`src/hw/rtl/dtc_pkg.sv`:
```
// Shared constants and types for the dual thresholded centroid core.
`default_nettype none

package dtc_pkg;

   // Frame geometry and output format.
   localparam int MAX_WIDTH  = 1024;
   localparam int MAX_HEIGHT = 1024;
   localparam int FRAC_BITS  = 8;

   // Counter widths follow from the frame geometry.
   localparam int COL_W   = $clog2(MAX_WIDTH);
   localparam int ROW_W   = $clog2(MAX_HEIGHT);
   localparam int COORD_W = (COL_W > ROW_W) ? COL_W : ROW_W;

   // Fixed field and accumulator widths.
   localparam int PIX_W     = 8;
   localparam int FW_W      = 11;
   localparam int WSUM_W    = 28;
   localparam int MOM_W     = 38;
   localparam int OUT_W     = 18;
   localparam int CSR_IDX_W = 2;
   localparam int CSR_DAT_W = 11;

   // Column wrap compare needs room for column plus one and for the width register.
   localparam int CMP_W = ((COL_W + 1) > FW_W) ? (COL_W + 1) : FW_W;

   // Shared multiplier product width.
   localparam int PROD_W = COORD_W + PIX_W;

   // Divider: numerator is (2 * moment + sum) shifted by the fraction bits.
   localparam int NUM_W  = MOM_W + 2 + FRAC_BITS;
   localparam int DEN_W  = WSUM_W + 1;
   localparam int REM_W  = DEN_W;
   localparam int DCNT_W = $clog2(NUM_W);

   // Register reset values.
   localparam logic [FW_W-1:0]  FRAME_WIDTH_RESET      = FW_W'(640);
   localparam logic [PIX_W-1:0] TARGET_THRESHOLD_RESET = PIX_W'(200);
   localparam logic [PIX_W-1:0] SPOT_THRESHOLD_RESET   = PIX_W'(5);

   // Configuration register indexes.
   typedef enum logic [CSR_IDX_W-1:0] {
      CSR_FRAME_WIDTH      = 2'd0,
      CSR_TARGET_THRESHOLD = 2'd1,
      CSR_SPOT_THRESHOLD   = 2'd2
   } csr_index_type;

   // Sequencer states.
   typedef enum logic [2:0] {
      ST_IDLE,
      ST_ACCUM,
      ST_DIV_LOAD,
      ST_DIV_RUN,
      ST_DIV_STORE,
      ST_FINISH
   } state_type;

   // Accumulation terms, one per pass through the shared multiply-add.
   typedef enum logic [2:0] {
      TERM_TW,
      TERM_TX,
      TERM_TY,
      TERM_SW,
      TERM_SX,
      TERM_SY
   } term_type;

   // Division jobs at the end of a frame.
   typedef enum logic [1:0] {
      JOB_TX,
      JOB_TY,
      JOB_SX,
      JOB_SY
   } job_type;

endpackage

`default_nettype wire

```
`src/hw/rtl/dual_thresholded_centroid_core.sv`:
```
// Sequence: an ordinary pixel's word is loaded into the output register after 6 multiply-add
// passes, once that register is free. The last pixel of a frame adds four divisions (48 quotient
// bits each on the shared restoring divider) before its word is loaded. A new pixel is taken only
// after the previous pixel's word has been loaded into the output register.
// Reset clears the sequencer, counters, accumulators and output valid, and loads frame
// width 640, target threshold 200 and spot threshold 5; no clearing pass is needed.
`default_nettype none

module dual_thresholded_centroid_core
   import dtc_pkg::*;
(
   input  wire logic                 clock,
   input  wire logic                 reset,
   // Configuration write channel.
   input  wire logic                 csr_valid,
   output logic                      csr_ready,
   input  wire logic [CSR_IDX_W-1:0] csr_index,
   input  wire logic [CSR_DAT_W-1:0] csr_data,
   // Pixel input channel.
   input  wire logic                 req_valid,
   output logic                      req_ready,
   input  wire logic [PIX_W-1:0]     req_target_pixel,
   input  wire logic [PIX_W-1:0]     req_spot_pixel,
   input  wire logic                 req_last_pixel,
   // Result channel.
   output logic                      rsp_valid,
   input  wire logic                 rsp_ready,
   output logic [PIX_W-1:0]          rsp_merged_pixel,
   output logic                      rsp_frame_done,
   output logic [OUT_W-1:0]          rsp_target_x,
   output logic [OUT_W-1:0]          rsp_target_y,
   output logic                      rsp_target_valid,
   output logic [OUT_W-1:0]          rsp_spot_x,
   output logic [OUT_W-1:0]          rsp_spot_y,
   output logic                      rsp_spot_valid
);

   // Sequencer state.
   state_type          state_ff, state_in;
   term_type           term_ff;
   job_type            job_ff;
   logic [DCNT_W-1:0]  dcnt_ff;

   // Configuration registers.
   logic [FW_W-1:0]    frame_width_ff;
   logic [PIX_W-1:0]   target_thr_ff;
   logic [PIX_W-1:0]   spot_thr_ff;

   // Captured input word.
   logic [PIX_W-1:0]   tpix_ff;
   logic [PIX_W-1:0]   spix_ff;
   logic               last_ff;
   logic               thit_ff;
   logic               shit_ff;

   // Frame state.
   logic [COL_W-1:0]   col_ff;
   logic [ROW_W-1:0]   row_ff;
   logic [WSUM_W-1:0]  tw_ff;
   logic [MOM_W-1:0]   tx_ff;
   logic [MOM_W-1:0]   ty_ff;
   logic [WSUM_W-1:0]  sw_ff;
   logic [MOM_W-1:0]   sx_ff;
   logic [MOM_W-1:0]   sy_ff;

   // Divider state.
   logic [NUM_W-1:0]   num_ff;
   logic [DEN_W-1:0]   den_ff;
   logic [REM_W-1:0]   rem_ff;
   logic [OUT_W-1:0]   quo_ff;
   logic               ovf_ff;

   // Per-frame centroid results.
   logic [OUT_W-1:0]   res_tx_ff;
   logic [OUT_W-1:0]   res_ty_ff;
   logic [OUT_W-1:0]   res_sx_ff;
   logic [OUT_W-1:0]   res_sy_ff;
   logic               tvalid_ff;
   logic               svalid_ff;

   // Output register.
   logic               rsp_valid_ff;
   logic [PIX_W-1:0]   rsp_merged_ff;
   logic               rsp_done_ff;
   logic [OUT_W-1:0]   rsp_tx_ff;
   logic [OUT_W-1:0]   rsp_ty_ff;
   logic               rsp_tvalid_ff;
   logic [OUT_W-1:0]   rsp_sx_ff;
   logic [OUT_W-1:0]   rsp_sy_ff;
   logic               rsp_svalid_ff;

   // Control strobes from the output decode.
   logic               accept;
   logic               acc_step;
   logic               last_term;
   logic               div_load;
   logic               div_run;
   logic               div_store;
   logic               div_done;
   logic               load_out;

   // Shared multiply-add datapath.
   logic [COORD_W-1:0] mul_coord;
   logic [PIX_W-1:0]   mul_pix;
   logic [PROD_W-1:0]  prod;
   logic [MOM_W-1:0]   acc_sel;
   logic [MOM_W-1:0]   acc_sum;
   logic               term_hit;

   // Column wrap logic.
   logic [CMP_W-1:0]   fw_ext;
   logic [CMP_W-1:0]   w_eff;
   logic               col_wrap;

   // Divider datapath.
   logic [MOM_W-1:0]   job_mom;
   logic [WSUM_W-1:0]  job_sum;
   logic [REM_W:0]     trial;
   logic [REM_W:0]     diff;
   logic               ge;
   logic [OUT_W-1:0]   job_result;

   // Next-state logic.
   always_comb begin
      state_in = state_ff;
      case (state_ff)
         ST_IDLE: begin
            if (req_valid) state_in = ST_ACCUM;
         end
         ST_ACCUM: begin
            if (term_ff == TERM_SY) state_in = last_ff ? ST_DIV_LOAD : ST_FINISH;
         end
         ST_DIV_LOAD: begin
            state_in = ST_DIV_RUN;
         end
         ST_DIV_RUN: begin
            if (dcnt_ff == DCNT_W'(NUM_W - 1)) state_in = ST_DIV_STORE;
         end
         ST_DIV_STORE: begin
            state_in = (job_ff == JOB_SY) ? ST_FINISH : ST_DIV_LOAD;
         end
         ST_FINISH: begin
            if (!rsp_valid_ff || rsp_ready) state_in = ST_IDLE;
         end
         default: begin
            state_in = ST_IDLE;
         end
      endcase
   end

   // Output and strobe decode.
   always_comb begin
      req_ready = 1'b0;
      acc_step  = 1'b0;
      div_load  = 1'b0;
      div_run   = 1'b0;
      div_store = 1'b0;
      load_out  = 1'b0;
      case (state_ff)
         ST_IDLE:      req_ready = 1'b1;
         ST_ACCUM:     acc_step  = 1'b1;
         ST_DIV_LOAD:  div_load  = 1'b1;
         ST_DIV_RUN:   div_run   = 1'b1;
         ST_DIV_STORE: div_store = 1'b1;
         ST_FINISH:    load_out  = !rsp_valid_ff || rsp_ready;
         default:      req_ready = 1'b0;
      endcase
   end

   assign accept    = req_valid && req_ready;
   assign last_term = (term_ff == TERM_SY);
   assign div_done  = div_store && (job_ff == JOB_SY);
   assign csr_ready = 1'b1;

   // Operand selection for the shared multiply-add.
   always_comb begin
      case (term_ff)
         TERM_TX, TERM_SX: mul_coord = COORD_W'(col_ff);
         TERM_TY, TERM_SY: mul_coord = COORD_W'(row_ff);
         default:          mul_coord = COORD_W'(1);
      endcase
      case (term_ff)
         TERM_TW, TERM_TX, TERM_TY: begin
            mul_pix  = tpix_ff;
            term_hit = thit_ff;
         end
         default: begin
            mul_pix  = spix_ff;
            term_hit = shit_ff;
         end
      endcase
      case (term_ff)
         TERM_TW: acc_sel = MOM_W'(tw_ff);
         TERM_TX: acc_sel = tx_ff;
         TERM_TY: acc_sel = ty_ff;
         TERM_SW: acc_sel = MOM_W'(sw_ff);
         TERM_SX: acc_sel = sx_ff;
         TERM_SY: acc_sel = sy_ff;
         default: acc_sel = '0;
      endcase
   end

   assign prod    = PROD_W'(mul_coord) * PROD_W'(mul_pix);
   assign acc_sum = acc_sel + MOM_W'(prod);

   // Effective row width, clamped into one to the maximum width.
   always_comb begin
      fw_ext = CMP_W'(frame_width_ff);
      if (fw_ext == '0) begin
         w_eff = CMP_W'(1);
      end else if (fw_ext > CMP_W'(MAX_WIDTH)) begin
         w_eff = CMP_W'(MAX_WIDTH);
      end else begin
         w_eff = fw_ext;
      end
   end

   assign col_wrap = (CMP_W'(col_ff) + CMP_W'(1)) >= w_eff;

   // Division job operand selection.
   always_comb begin
      case (job_ff)
         JOB_TX: begin
            job_mom = tx_ff;
            job_sum = tw_ff;
         end
         JOB_TY: begin
            job_mom = ty_ff;
            job_sum = tw_ff;
         end
         JOB_SX: begin
            job_mom = sx_ff;
            job_sum = sw_ff;
         end
         default: begin
            job_mom = sy_ff;
            job_sum = sw_ff;
         end
      endcase
   end

   // One restoring division step.
   assign trial      = {rem_ff, num_ff[NUM_W-1]};
   assign ge         = trial >= {1'b0, den_ff};
   assign diff       = trial - {1'b0, den_ff};
   assign job_result = ovf_ff ? {OUT_W{1'b1}} : quo_ff;

   // Sequencer registers.
   always_ff @(posedge clock) begin
      if (reset) begin
         state_ff <= ST_IDLE;
         term_ff  <= TERM_TW;
         job_ff   <= JOB_TX;
         dcnt_ff  <= '0;
      end else begin
         state_ff <= state_in;
         if (accept) begin
            term_ff <= TERM_TW;
         end else if (acc_step && !last_term) begin
            term_ff <= term_type'(term_ff + 3'd1);
         end
         if (acc_step) begin
            job_ff <= JOB_TX;
         end else if (div_store && !div_done) begin
            job_ff <= job_type'(job_ff + 2'd1);
         end
         if (div_load) begin
            dcnt_ff <= '0;
         end else if (div_run) begin
            dcnt_ff <= dcnt_ff + DCNT_W'(1);
         end
      end
   end

   // Configuration registers.
   always_ff @(posedge clock) begin
      if (reset) begin
         frame_width_ff <= FRAME_WIDTH_RESET;
         target_thr_ff  <= TARGET_THRESHOLD_RESET;
         spot_thr_ff    <= SPOT_THRESHOLD_RESET;
      end else if (csr_valid && csr_ready) begin
         case (csr_index_type'(csr_index))
            CSR_FRAME_WIDTH:      frame_width_ff <= csr_data[FW_W-1:0];
            CSR_TARGET_THRESHOLD: target_thr_ff  <= csr_data[PIX_W-1:0];
            CSR_SPOT_THRESHOLD:   spot_thr_ff    <= csr_data[PIX_W-1:0];
            default:              frame_width_ff <= frame_width_ff;
         endcase
      end
   end

   // Capture the input word and its threshold decisions.
   always_ff @(posedge clock) begin
      if (accept) begin
         tpix_ff <= req_target_pixel;
         spix_ff <= req_spot_pixel;
         last_ff <= req_last_pixel;
         thit_ff <= req_target_pixel > target_thr_ff;
         shit_ff <= req_spot_pixel > spot_thr_ff;
      end
   end

   // Accumulators and position counters; the frame clears after the last division.
   always_ff @(posedge clock) begin
      if (reset || div_done) begin
         col_ff <= '0;
         row_ff <= '0;
         tw_ff  <= '0;
         tx_ff  <= '0;
         ty_ff  <= '0;
         sw_ff  <= '0;
         sx_ff  <= '0;
         sy_ff  <= '0;
      end else if (acc_step) begin
         if (term_hit) begin
            case (term_ff)
               TERM_TW: tw_ff <= acc_sum[WSUM_W-1:0];
               TERM_TX: tx_ff <= acc_sum;
               TERM_TY: ty_ff <= acc_sum;
               TERM_SW: sw_ff <= acc_sum[WSUM_W-1:0];
               TERM_SX: sx_ff <= acc_sum;
               TERM_SY: sy_ff <= acc_sum;
               default: tw_ff <= tw_ff;
            endcase
         end
         if (last_term) begin
            if (col_wrap) begin
               col_ff <= '0;
               if (row_ff < ROW_W'(MAX_HEIGHT - 1)) row_ff <= row_ff + ROW_W'(1);
            end else begin
               col_ff <= col_ff + COL_W'(1);
            end
         end
      end
   end

   // Shared divider; a zero sum leaves the quotient at zero.
   always_ff @(posedge clock) begin
      if (div_load) begin
         num_ff <= (NUM_W'({job_mom, 1'b0}) + NUM_W'(job_sum)) << FRAC_BITS;
         den_ff <= {job_sum, 1'b0};
         rem_ff <= '0;
         quo_ff <= '0;
         ovf_ff <= 1'b0;
      end else if (div_run && (job_sum != '0)) begin
         num_ff <= num_ff << 1;
         rem_ff <= ge ? diff[REM_W-1:0] : trial[REM_W-1:0];
         quo_ff <= {quo_ff[OUT_W-2:0], ge};
         ovf_ff <= ovf_ff | quo_ff[OUT_W-1];
      end
   end

   // Store each centroid as its division completes.
   always_ff @(posedge clock) begin
      if (div_store) begin
         case (job_ff)
            JOB_TX: begin
               res_tx_ff <= job_result;
               tvalid_ff <= tw_ff != '0;
            end
            JOB_TY: res_ty_ff <= job_result;
            JOB_SX: begin
               res_sx_ff <= job_result;
               svalid_ff <= sw_ff != '0;
            end
            default: res_sy_ff <= job_result;
         endcase
      end
   end

   // Output register valid.
   always_ff @(posedge clock) begin
      if (reset) begin
         rsp_valid_ff <= 1'b0;
      end else if (load_out) begin
         rsp_valid_ff <= 1'b1;
      end else if (rsp_ready) begin
         rsp_valid_ff <= 1'b0;
      end
   end

   // Output register payload; centroid fields show only on the last pixel.
   always_ff @(posedge clock) begin
      if (load_out) begin
         rsp_merged_ff <= shit_ff ? spix_ff : tpix_ff;
         rsp_done_ff   <= last_ff;
         rsp_tx_ff     <= last_ff ? res_tx_ff : '0;
         rsp_ty_ff     <= last_ff ? res_ty_ff : '0;
         rsp_tvalid_ff <= last_ff && tvalid_ff;
         rsp_sx_ff     <= last_ff ? res_sx_ff : '0;
         rsp_sy_ff     <= last_ff ? res_sy_ff : '0;
         rsp_svalid_ff <= last_ff && svalid_ff;
      end
   end

   assign rsp_valid        = rsp_valid_ff;
   assign rsp_merged_pixel = rsp_merged_ff;
   assign rsp_frame_done   = rsp_done_ff;
   assign rsp_target_x     = rsp_tx_ff;
   assign rsp_target_y     = rsp_ty_ff;
   assign rsp_target_valid = rsp_tvalid_ff;
   assign rsp_spot_x       = rsp_sx_ff;
   assign rsp_spot_y       = rsp_sy_ff;
   assign rsp_spot_valid   = rsp_svalid_ff;

endmodule

`default_nettype wire

```
`config.mk`:
```
export PLATFORM = sky130hd
export DESIGN_NAME = dual_thresholded_centroid_core
export DESIGN_NICKNAME = d
export VERILOG_FILES = /design/src/hw/rtl/dtc_pkg.sv /design/src/hw/rtl/dual_thresholded_centroid_core.sv
export SDC_FILE = /design/constraint.sdc
export NUM_CORES = 1
export LEC_CHECK = 0
export BUFFER_PORTS_ARGS = -buffer_cell sky130_fd_sc_hd__clkbuf_2
export CORE_ASPECT_RATIO = 1.75
export CORE_MARGIN = 4
export CORE_UTILIZATION = 50
export DETAILED_ROUTE_END_ITERATION = 12
export PLACE_DENSITY = 0.7
export SLEW_MARGIN = 40
export SYNTH_ARGS = -nofsm -noshare
export SYNTH_HDL_FRONTEND = slang
export SYNTH_SLANG_ARGS = --single-unit
export TNS_END_PERCENT = 20
```
`constraint.sdc`:
```
create_clock -name clock -period 9.6 [get_ports clock]
set_input_delay 1.92 -clock clock [delete_from_list [all_inputs] [get_ports clock]]
set_output_delay 1.92 -clock clock [all_outputs]
set_load 0.02 [all_outputs]
```
==> impl_metrics.py, run 1 <==
metrics = {
    "pwr": {
        "p_per_area_nw_per_um2": 204,
        "p_int_uw": 4590,
        "clockPowerShare_pct": 31.0,
        "p_sw_uw": 2430,
        "power.total_uw": 7010,
        "swShare_pct": 34.6,
        "ir_drop_mv": 0.172,
        "leakage_uw": 0.0137,
        "pwr-share-comb_pct": 27.8,
        "p_seq_share_pct": 41.3,
    },
    "timing": {
        "clock.fmax_mhz": 133,
        "slew_headroom_pct": 37.7,
        "setup_tns_ns": 0,
        "finalCritPeriodShare_pct": 78.1,
        "grt_setup_unrepaired": "no",
        "setup_slack_ns": 2.10,
        "finalSetupViolCount": 0,
        "final.setup_skew_ns": 0.0256,
        "hold_violations": 0,
        "post-route-min-period_ns": 7.50,
        "tightest_slew_ns": 0.929,
        "drv_slew": 0,
    },
    "synthesis": {
        "synth.distinct_cells": 92,
        "ys_seq_area_share_pct": 43.8,
        "ys_seq_elements": 562,
        "synthArstFlopShare_pct": 0,
        "synth_fp_nets": 3583,
        "ys_warn_count": 0,
        "syn_area_um2": 31300,
        "syn_avg_cell_area_um2": 9.36,
        "syn_inst": 3344,
        "synth-edff-count": 244,
        "synthFlopType": "dfxtp_1",
    },
    "placed_design": {
        "portBuffers": 119,
        "post-dp-hpwl_mm": 68.3,
        "pre_cts_slack_ns": 2.25,
        "place_area_um2": 32500,
        "place.gp.congestion": 0.962,
    },
    "clocking": {
        "path_clk_slew_ns": 0.06,
        "cts_resized": 0,
        "cts_buffer_depth": 3,
        "cts_setup_buffers": 0,
        "clkSinkCount": 562,
        "clkLatencyLatePin_ns": 0.63,
        "cts_tree": "yes",
        "cts_buffers": 51,
        "h-tree-depth": 2,
        "root_buffer": "clkbuf_16",
        "cts_hold_buf": 0,
    },
    "floorplan": {
        "rows": 121,
        "start_util_pct": 50.4,
        "dieArea_um2": 66800,
        "die_x_um": 197,
        "fp.dieH_um": 339,
        "design.portCount": 121,
        "core_area_um2": 62100,
    },
    "layout": {
        "n_antenna_cell": 0,
        "drive_above_1_share_pct": 12.8,
        "area_growth_pct": 9.66,
        "fillers": 5553,
        "fin_area_um2": 34300,
        "final_common_cell": "nand2_1",
        "layout_common_cells": "462 x nand2_1, 317 x dfxtp_1, 279 x nor2_1",
        "finalNetCount": 3602,
    },
    "flow_run": {
        "cap_violations": 0,
    },
    "detailed_routing": {
        "post_drt_wl_per_cell_um": 22.4,
        "post-route-drc-count": 0,
        "vias": 25790,
        "firstDrtPassIters": 10,
        "vias_per_cell": 6.14,
        "ant_nets": 0,
        "totalWireLength_mm": 94.1,
        "first_iter_violations": 2360,
    },
    "global_route": {
        "grt_pass1_vias": 25733,
        "grt_pass1_wl_mm": 144,
        "grt_max_degree": 95,
        "antenna_found_initial": 0,
        "grt.overflow.total": 0,
        "track_usage_pct": 27.2,
    },
    "critical_path": {
        "criticalPathCategory": "flip-flop to flip-flop",
        "crit_path_start_kind": "flip-flop",
        "cp-end-kind": "flip-flop",
        "cp.arrival_ns": 8.00,
        "crit_fanout": 44,
        "cp_data_required_time_ns": 10.11,
    },
    "min_path": {
        "hp-class": "flip-flop to flip-flop",
    },
    "run_status": {
        "status": "completed",
    },
}
## power groups by stage
stage	logic, uW	clock network, uW	registers, uW
3_3_place_gp	1880	0	2940
4_1_cts	1920	2200	2890
6_report	1950	2170	2890
5_1_grt	2090	2290	2910
2_1_floorplan	1290	0	2920
3_5_place_dp	1910	0	2940
## per-stage QoR
| step | utilization, % | hold slack (ns) | cells |
|---|---|---|---|
| 3_3_place_gp | 52.3 | 0.453 | 4109 |
| 3_5_place_dp | 52.4 | 0.456 | 4109 |
| 5_1_grt | 55.3 | 0.494 | 4203 |
| 6_report | 55.3 | 0.466 | 4203 |
| 2_1_floorplan | - | 0.436 | 3344 |
| 4_1_cts | 55.2 | 0.471 | 4203 |
## worst max-delay path, stage by stage, from the launching register on
cell and delay (ns):
dfxtp_4 0.70, buf_4 0.48, nor2b_2 0.09, nand2b_1 0.39, a22oi_1 0.80, nor2_1 0.14
fa_1 0.54, fa_1 0.45, fa_1 0.52, fa_1 0.52, ha_1 0.53, and3_1 0.28
and3_1 0.19, nand4_1 0.19, a211oi_2 0.73, and3_1 0.42, nor3_1 0.09, a221o_1 0.27
## flip-flops by register name (all words and copies together) (netlist names), 29 cells and up
name / count
rem_ff: 29
sy_ff: 38
sx_ff: 38
tx_ff: 38
num_ff: 40
ty_ff: 38
## synth_stat cells (8+ instances only)
| cell type | number | share of area, % |
|---|---|---|
| ha_1 | 138 | 5.5 |
| and3_1 | 43 | 0.86 |
| or2_2 | 35 | 0.70 |
| mux2i_1 | 24 | 0.77 |
| nor4_1 | 42 | 0.84 |
| a221oi_1 | 14 | 0.39 |
| mux2_2 | 79 | 2.8 |
| o21bai_1 | 15 | 0.36 |
| a22o_1 | 28 | 0.78 |
| xor2_1 | 31 | 0.87 |
| dfxtp_1 | 318 | 20 |
| o21ai_0 | 124 | 2.0 |
| inv_1 | 157 | 1.9 |
| fa_1 | 66 | 4.2 |
| a21oi_1 | 268 | 4.3 |
| edfxtp_1 | 244 | 23 |
| o31ai_1 | 16 | 0.38 |
| a31oi_1 | 13 | 0.26 |
| nand2_1 | 463 | 5.6 |
| o211ai_1 | 27 | 0.65 |
| a21boi_0 | 13 | 0.31 |
| o21a_1 | 15 | 0.36 |
| xnor2_1 | 53 | 1.5 |
| and2_1 | 91 | 1.8 |
| a211o_1 | 10 | 0.28 |
| nor2_1 | 285 | 3.4 |
| nand3_1 | 78 | 1.2 |
| nor2b_1 | 19 | 0.38 |
| a22oi_1 | 17 | 0.41 |
| a21o_1 | 52 | 1.2 |
| a211oi_1 | 44 | 1.1 |
| a222oi_1 | 65 | 2.1 |
| o221ai_1 | 8 | 0.22 |
| buf_1 | 25 | 0.30 |
| or3_1 | 11 | 0.22 |
| buf_2 | 26 | 0.42 |
| clkbuf_1 | 138 | 1.7 |
| a221o_1 | 13 | 0.42 |
| nand4_1 | 28 | 0.56 |
| nor3b_1 | 8 | 0.19 |
| nand2b_1 | 28 | 0.56 |
| nor3_1 | 44 | 0.70 |
| a32o_1 | 10 | 0.32 |
## worst paths after layout
check                                    start             end  slack [ns]  cells past startpoint
worst max register to register      term_ff[2]       ty_ff[32]        2.10                     17
worst min-delay path            spot_thr_ff[0]  spot_thr_ff[0]        0.47                      1
worst max-delay path                term_ff[2]       ty_ff[32]        2.10                     17
worst min register to register  spot_thr_ff[0]  spot_thr_ff[0]        0.47                      1
## layer usage
metal / global-route usage (%) / vias to the layer above / routed length, um
met3: 4.57 / 419 / 6120
li1: - / 12046 / -
met5: 0 / - / 0
met4: 19.8 / 0 / 8310
met1: 26.7 / 12189 / 30400
met2: 50.5 / 1136 / 49300
## logic make-up (layout without fill, tap and decap cells)
group                      count (synthesis)  count (layout)  synth area share [%]
DFF                                      562             562                  43.8
other                                      1               1                0.0120
AOI/OAI and AO/OA                        816             816                  17.8
xor gates and xnor gates                  84              84                  2.35
adders and majority gates                204             204                  9.74
buffers and inverters                    360             420                  4.58
and+or+nand+nor                         1210            1210                  18.0
muxes                                    107             107                  3.75
## layout make-up
cell class	count	area, um2	share of cell area, %
tap	799	1000	2.91
timing repair buffer	164	945	2.75
sequential	562	13700	39.9
inverter	162	608	1.77
clock buffer	68	1500	4.36
multi-input combinational	2422	16300	47.5
clock inverter	26	273	0.795
Note: power is estimated with default switching activity, not from simulation.
==> inputs of run 2 (changes only) <==
--- a/config.mk
+++ b/config.mk
@@ -5,6 +5,7 @@
 export SDC_FILE = /design/constraint.sdc
 export NUM_CORES = 1
 export LEC_CHECK = 0
+export ABC_AREA = 1
 export BUFFER_PORTS_ARGS = -buffer_cell sky130_fd_sc_hd__clkbuf_2
 export CORE_ASPECT_RATIO = 1.75
 export CORE_MARGIN = 4
==> constraint.sdc (replaced) <==
create_clock -name clock -period 6.94 [get_ports clock]
set_input_delay 1.388 -clock clock [delete_from_list [all_inputs] [get_ports clock]]
set_output_delay 1.388 -clock clock [all_outputs]
set_load 0.02 [all_outputs]
==> impl_metrics.py, run 2 <==
metrics = {
    "run_status": {
        "status": "completed",
    },
    "clocking": {
        "root_buffer": "clkbuf_16",
        "cts_hold_buf": 0,
        "clkLatencyLatePin_ns": 0.65,
        "cts_buffer_depth": 3,
        "h-tree-depth": 2,
        "cts_setup_buffers": 0,
        "cts_resized": 0,
        "cts_tree": "yes",
        "clkSinkCount": 562,
        "cts_buffers": 53,
        "path_clk_slew_ns": 0.07,
    },
    "synthesis": {
        "syn_inst": 4304,
        "synthArstFlopShare_pct": 0,
        "synthMuxAreaShare_pct": 0,
        "synthFlopType": "dfxtp_1",
        "syn_area_um2": 32700,
        "ys_warn_count": 0,
        "netlist_top_cells_area": "edfxtp_1 22%, dfxtp_1 19%, nand2_1 10%",
        "synth-edff-count": 244,
        "synth_top_family_by_area": "simple AND/OR/NAND/NOR gates",
        "synthAdderAreaFrac_pct": 9.33,
        "syn_avg_cell_area_um2": 7.59,
        "synth_fp_nets": 4543,
        "synth-simple-area-share_pct": 21.9,
        "synth_common_cells": "899 x nand2_1, 751 x inv_1, 410 x nor2_1",
        "yosys.area.top_type_share_pct": 22.4,
        "yosysMostFrequentCell": "nand2_1",
        "synth.largest_area_cell": "edfxtp_1",
        "ys_seq_area_share_pct": 41.9,
        "synth.distinct_cells": 61,
        "ys_seq_elements": 562,
        "synth_compound_area_share_pct": 14.2,
        "synth_xor_area_share_pct": 1.47,
    },
    "floorplan": {
        "start_util_pct": 50.7,
        "rows": 123,
        "design.portCount": 121,
        "dieArea_um2": 69600,
        "die_x_um": 201,
        "core_area_um2": 64500,
        "fp.dieH_um": 346,
    },
    "pwr": {
        "p_per_area_nw_per_um2": 333,
        "leakage_uw": 0.0168,
        "ir_drop_mv": 0.241,
        "power.total_uw": 12000,
    },
    "layout": {
        "layout_common_cells": "897 x nand2_1, 750 x inv_1, 402 x nor2_1",
        "area_growth_pct": 9.99,
        "finalNetCount": 4620,
        "fin_area_um2": 35900,
        "largest_register_ffs": 40,
        "final_common_cell": "nand2_1",
        "regMostFlops": "num_ff",
        "drive_above_1_share_pct": 7.37,
        "stdcell_count": 5237,
        "utilization_pct": 55.7,
    },
    "critical_path": {
        "criticalPathCategory": "flip-flop to flip-flop",
        "max_stage_delay_ns": 0.53,
        "crit_path_start_kind": "flip-flop",
        "cp_data_required_time_ns": 7.48,
        "cp-end-kind": "flip-flop",
        "crit_fanout": 15,
        "cp.arrival_ns": 7.01,
        "critical-path-slowest-cell": "fa_1",
    },
    "timing": {
        "finalCritPeriodShare_pct": 93.3,
        "slew_headroom_pct": 39.5,
        "finalSetupViolCount": 0,
        "post-route-min-period_ns": 6.47,
        "grt_setup_unrepaired": "no",
        "drv_slew": 0,
        "hold_violations": 0,
        "final.setup_skew_ns": 0.0361,
        "tightest_slew_ns": 0.906,
        "clock.fmax_mhz": 154,
        "setup_tns_ns": 0,
    },
    "detailed_routing": {
        "firstDrtPassIters": 5,
        "totalWireLength_mm": 99.4,
        "vias": 28997,
        "vias_per_cell": 5.54,
        "post_drt_wl_per_cell_um": 19.0,
        "first_iter_violations": 2105,
        "ant_nets": 0,
        "post-route-drc-count": 0,
    },
    "global_route": {
        "antenna_found_initial": 0,
        "grt.overflow.total": 0,
        "track_usage_pct": 27.7,
        "grt_pass1_wl_mm": 153,
        "grt_pass1_vias": 28496,
        "grt_max_degree": 88,
    },
    "placed_design": {
        "place.gp.congestion": 0.974,
        "portBuffers": 119,
        "post-dp-hpwl_mm": 74.3,
        "placed_cells": 5138,
        "place_area_um2": 34100,
    },
    "flow_run": {
        "cap_violations": 0,
    },
    "min_path": {
        "hp-class": "flip-flop to flip-flop",
    },
}
-- run 2: report_power, final --
part           leakage [uW]  internal (uW)  switching [uW]
Sequential          0.00482           4050             222
Clock              0.000893           1740            1330
Combinational        0.0111           1230            3400
-- run 2: path summary, 6_finish.rpt --
kind                                  startpoint               end  slack [ns]  depth (start not counted)
worst min register to register  target_thr_ff[5]  target_thr_ff[5]        0.46                          2
worst max-delay path                  term_ff[0]         ty_ff[20]        0.47                         30
worst min-delay path            target_thr_ff[5]  target_thr_ff[5]        0.46                          2
worst max register to register        term_ff[0]         ty_ff[20]        0.47                         30
-- run 2: final cells by class --
type | count | area (um2)
diodes | 1 | 2.50
clock buffers | 67 | 1470
clock inverters | 31 | 353
fillers | 6104 | 28600
inverters | 765 | 2880
multi-input cells | 2817 | 15400
flip-flops and latches | 562 | 13700
well taps | 812 | 1020
repair buffers | 182 | 1100
-- run 2: worst max-delay path: cells and delay by family, from the launching register on --
kind	cells	cell delay, ns
adders and majority gates	6	2.43
and+or+nand+nor	11	1.69
buffers and inverters	10	1.19
AOI/OAI and AO/OA	3	0.67
DFF	1	0.39
-- run 2: cell families after synthesis --
| logic type | after synthesis |
|---|---|
| other | 1 |
| XOR/XNOR | 55 |
| adder cells (fa/ha/maj) | 204 |
| AO/OA/AOI/OAI | 836 |
| buffers and inverters | 925 |
| AND/OR/NAND/NOR | 1721 |
| flip-flops | 562 |
-- run 2: per-layer routing --
metal  wire (um)  vias up  track usage [%]  part of all wire [%]
met5           0        -                0                     0
met4        8680        0             20.4                   8.7
met3        5380      428             3.60                   5.4
met2       51400     1078             52.0                    52
met1       34000    13365             27.7                    34
li1            -    14126                -                     -
-- run 2: stage by stage --
stage	setup WS (ns)	hold WS (ns)
after detailed placement	0.235	0.451
final	0.466	0.456
after CTS	0.221	0.459
after floorplan	1.26	0.428
after global routing	0.109	0.485
after global placement	0.224	0.437
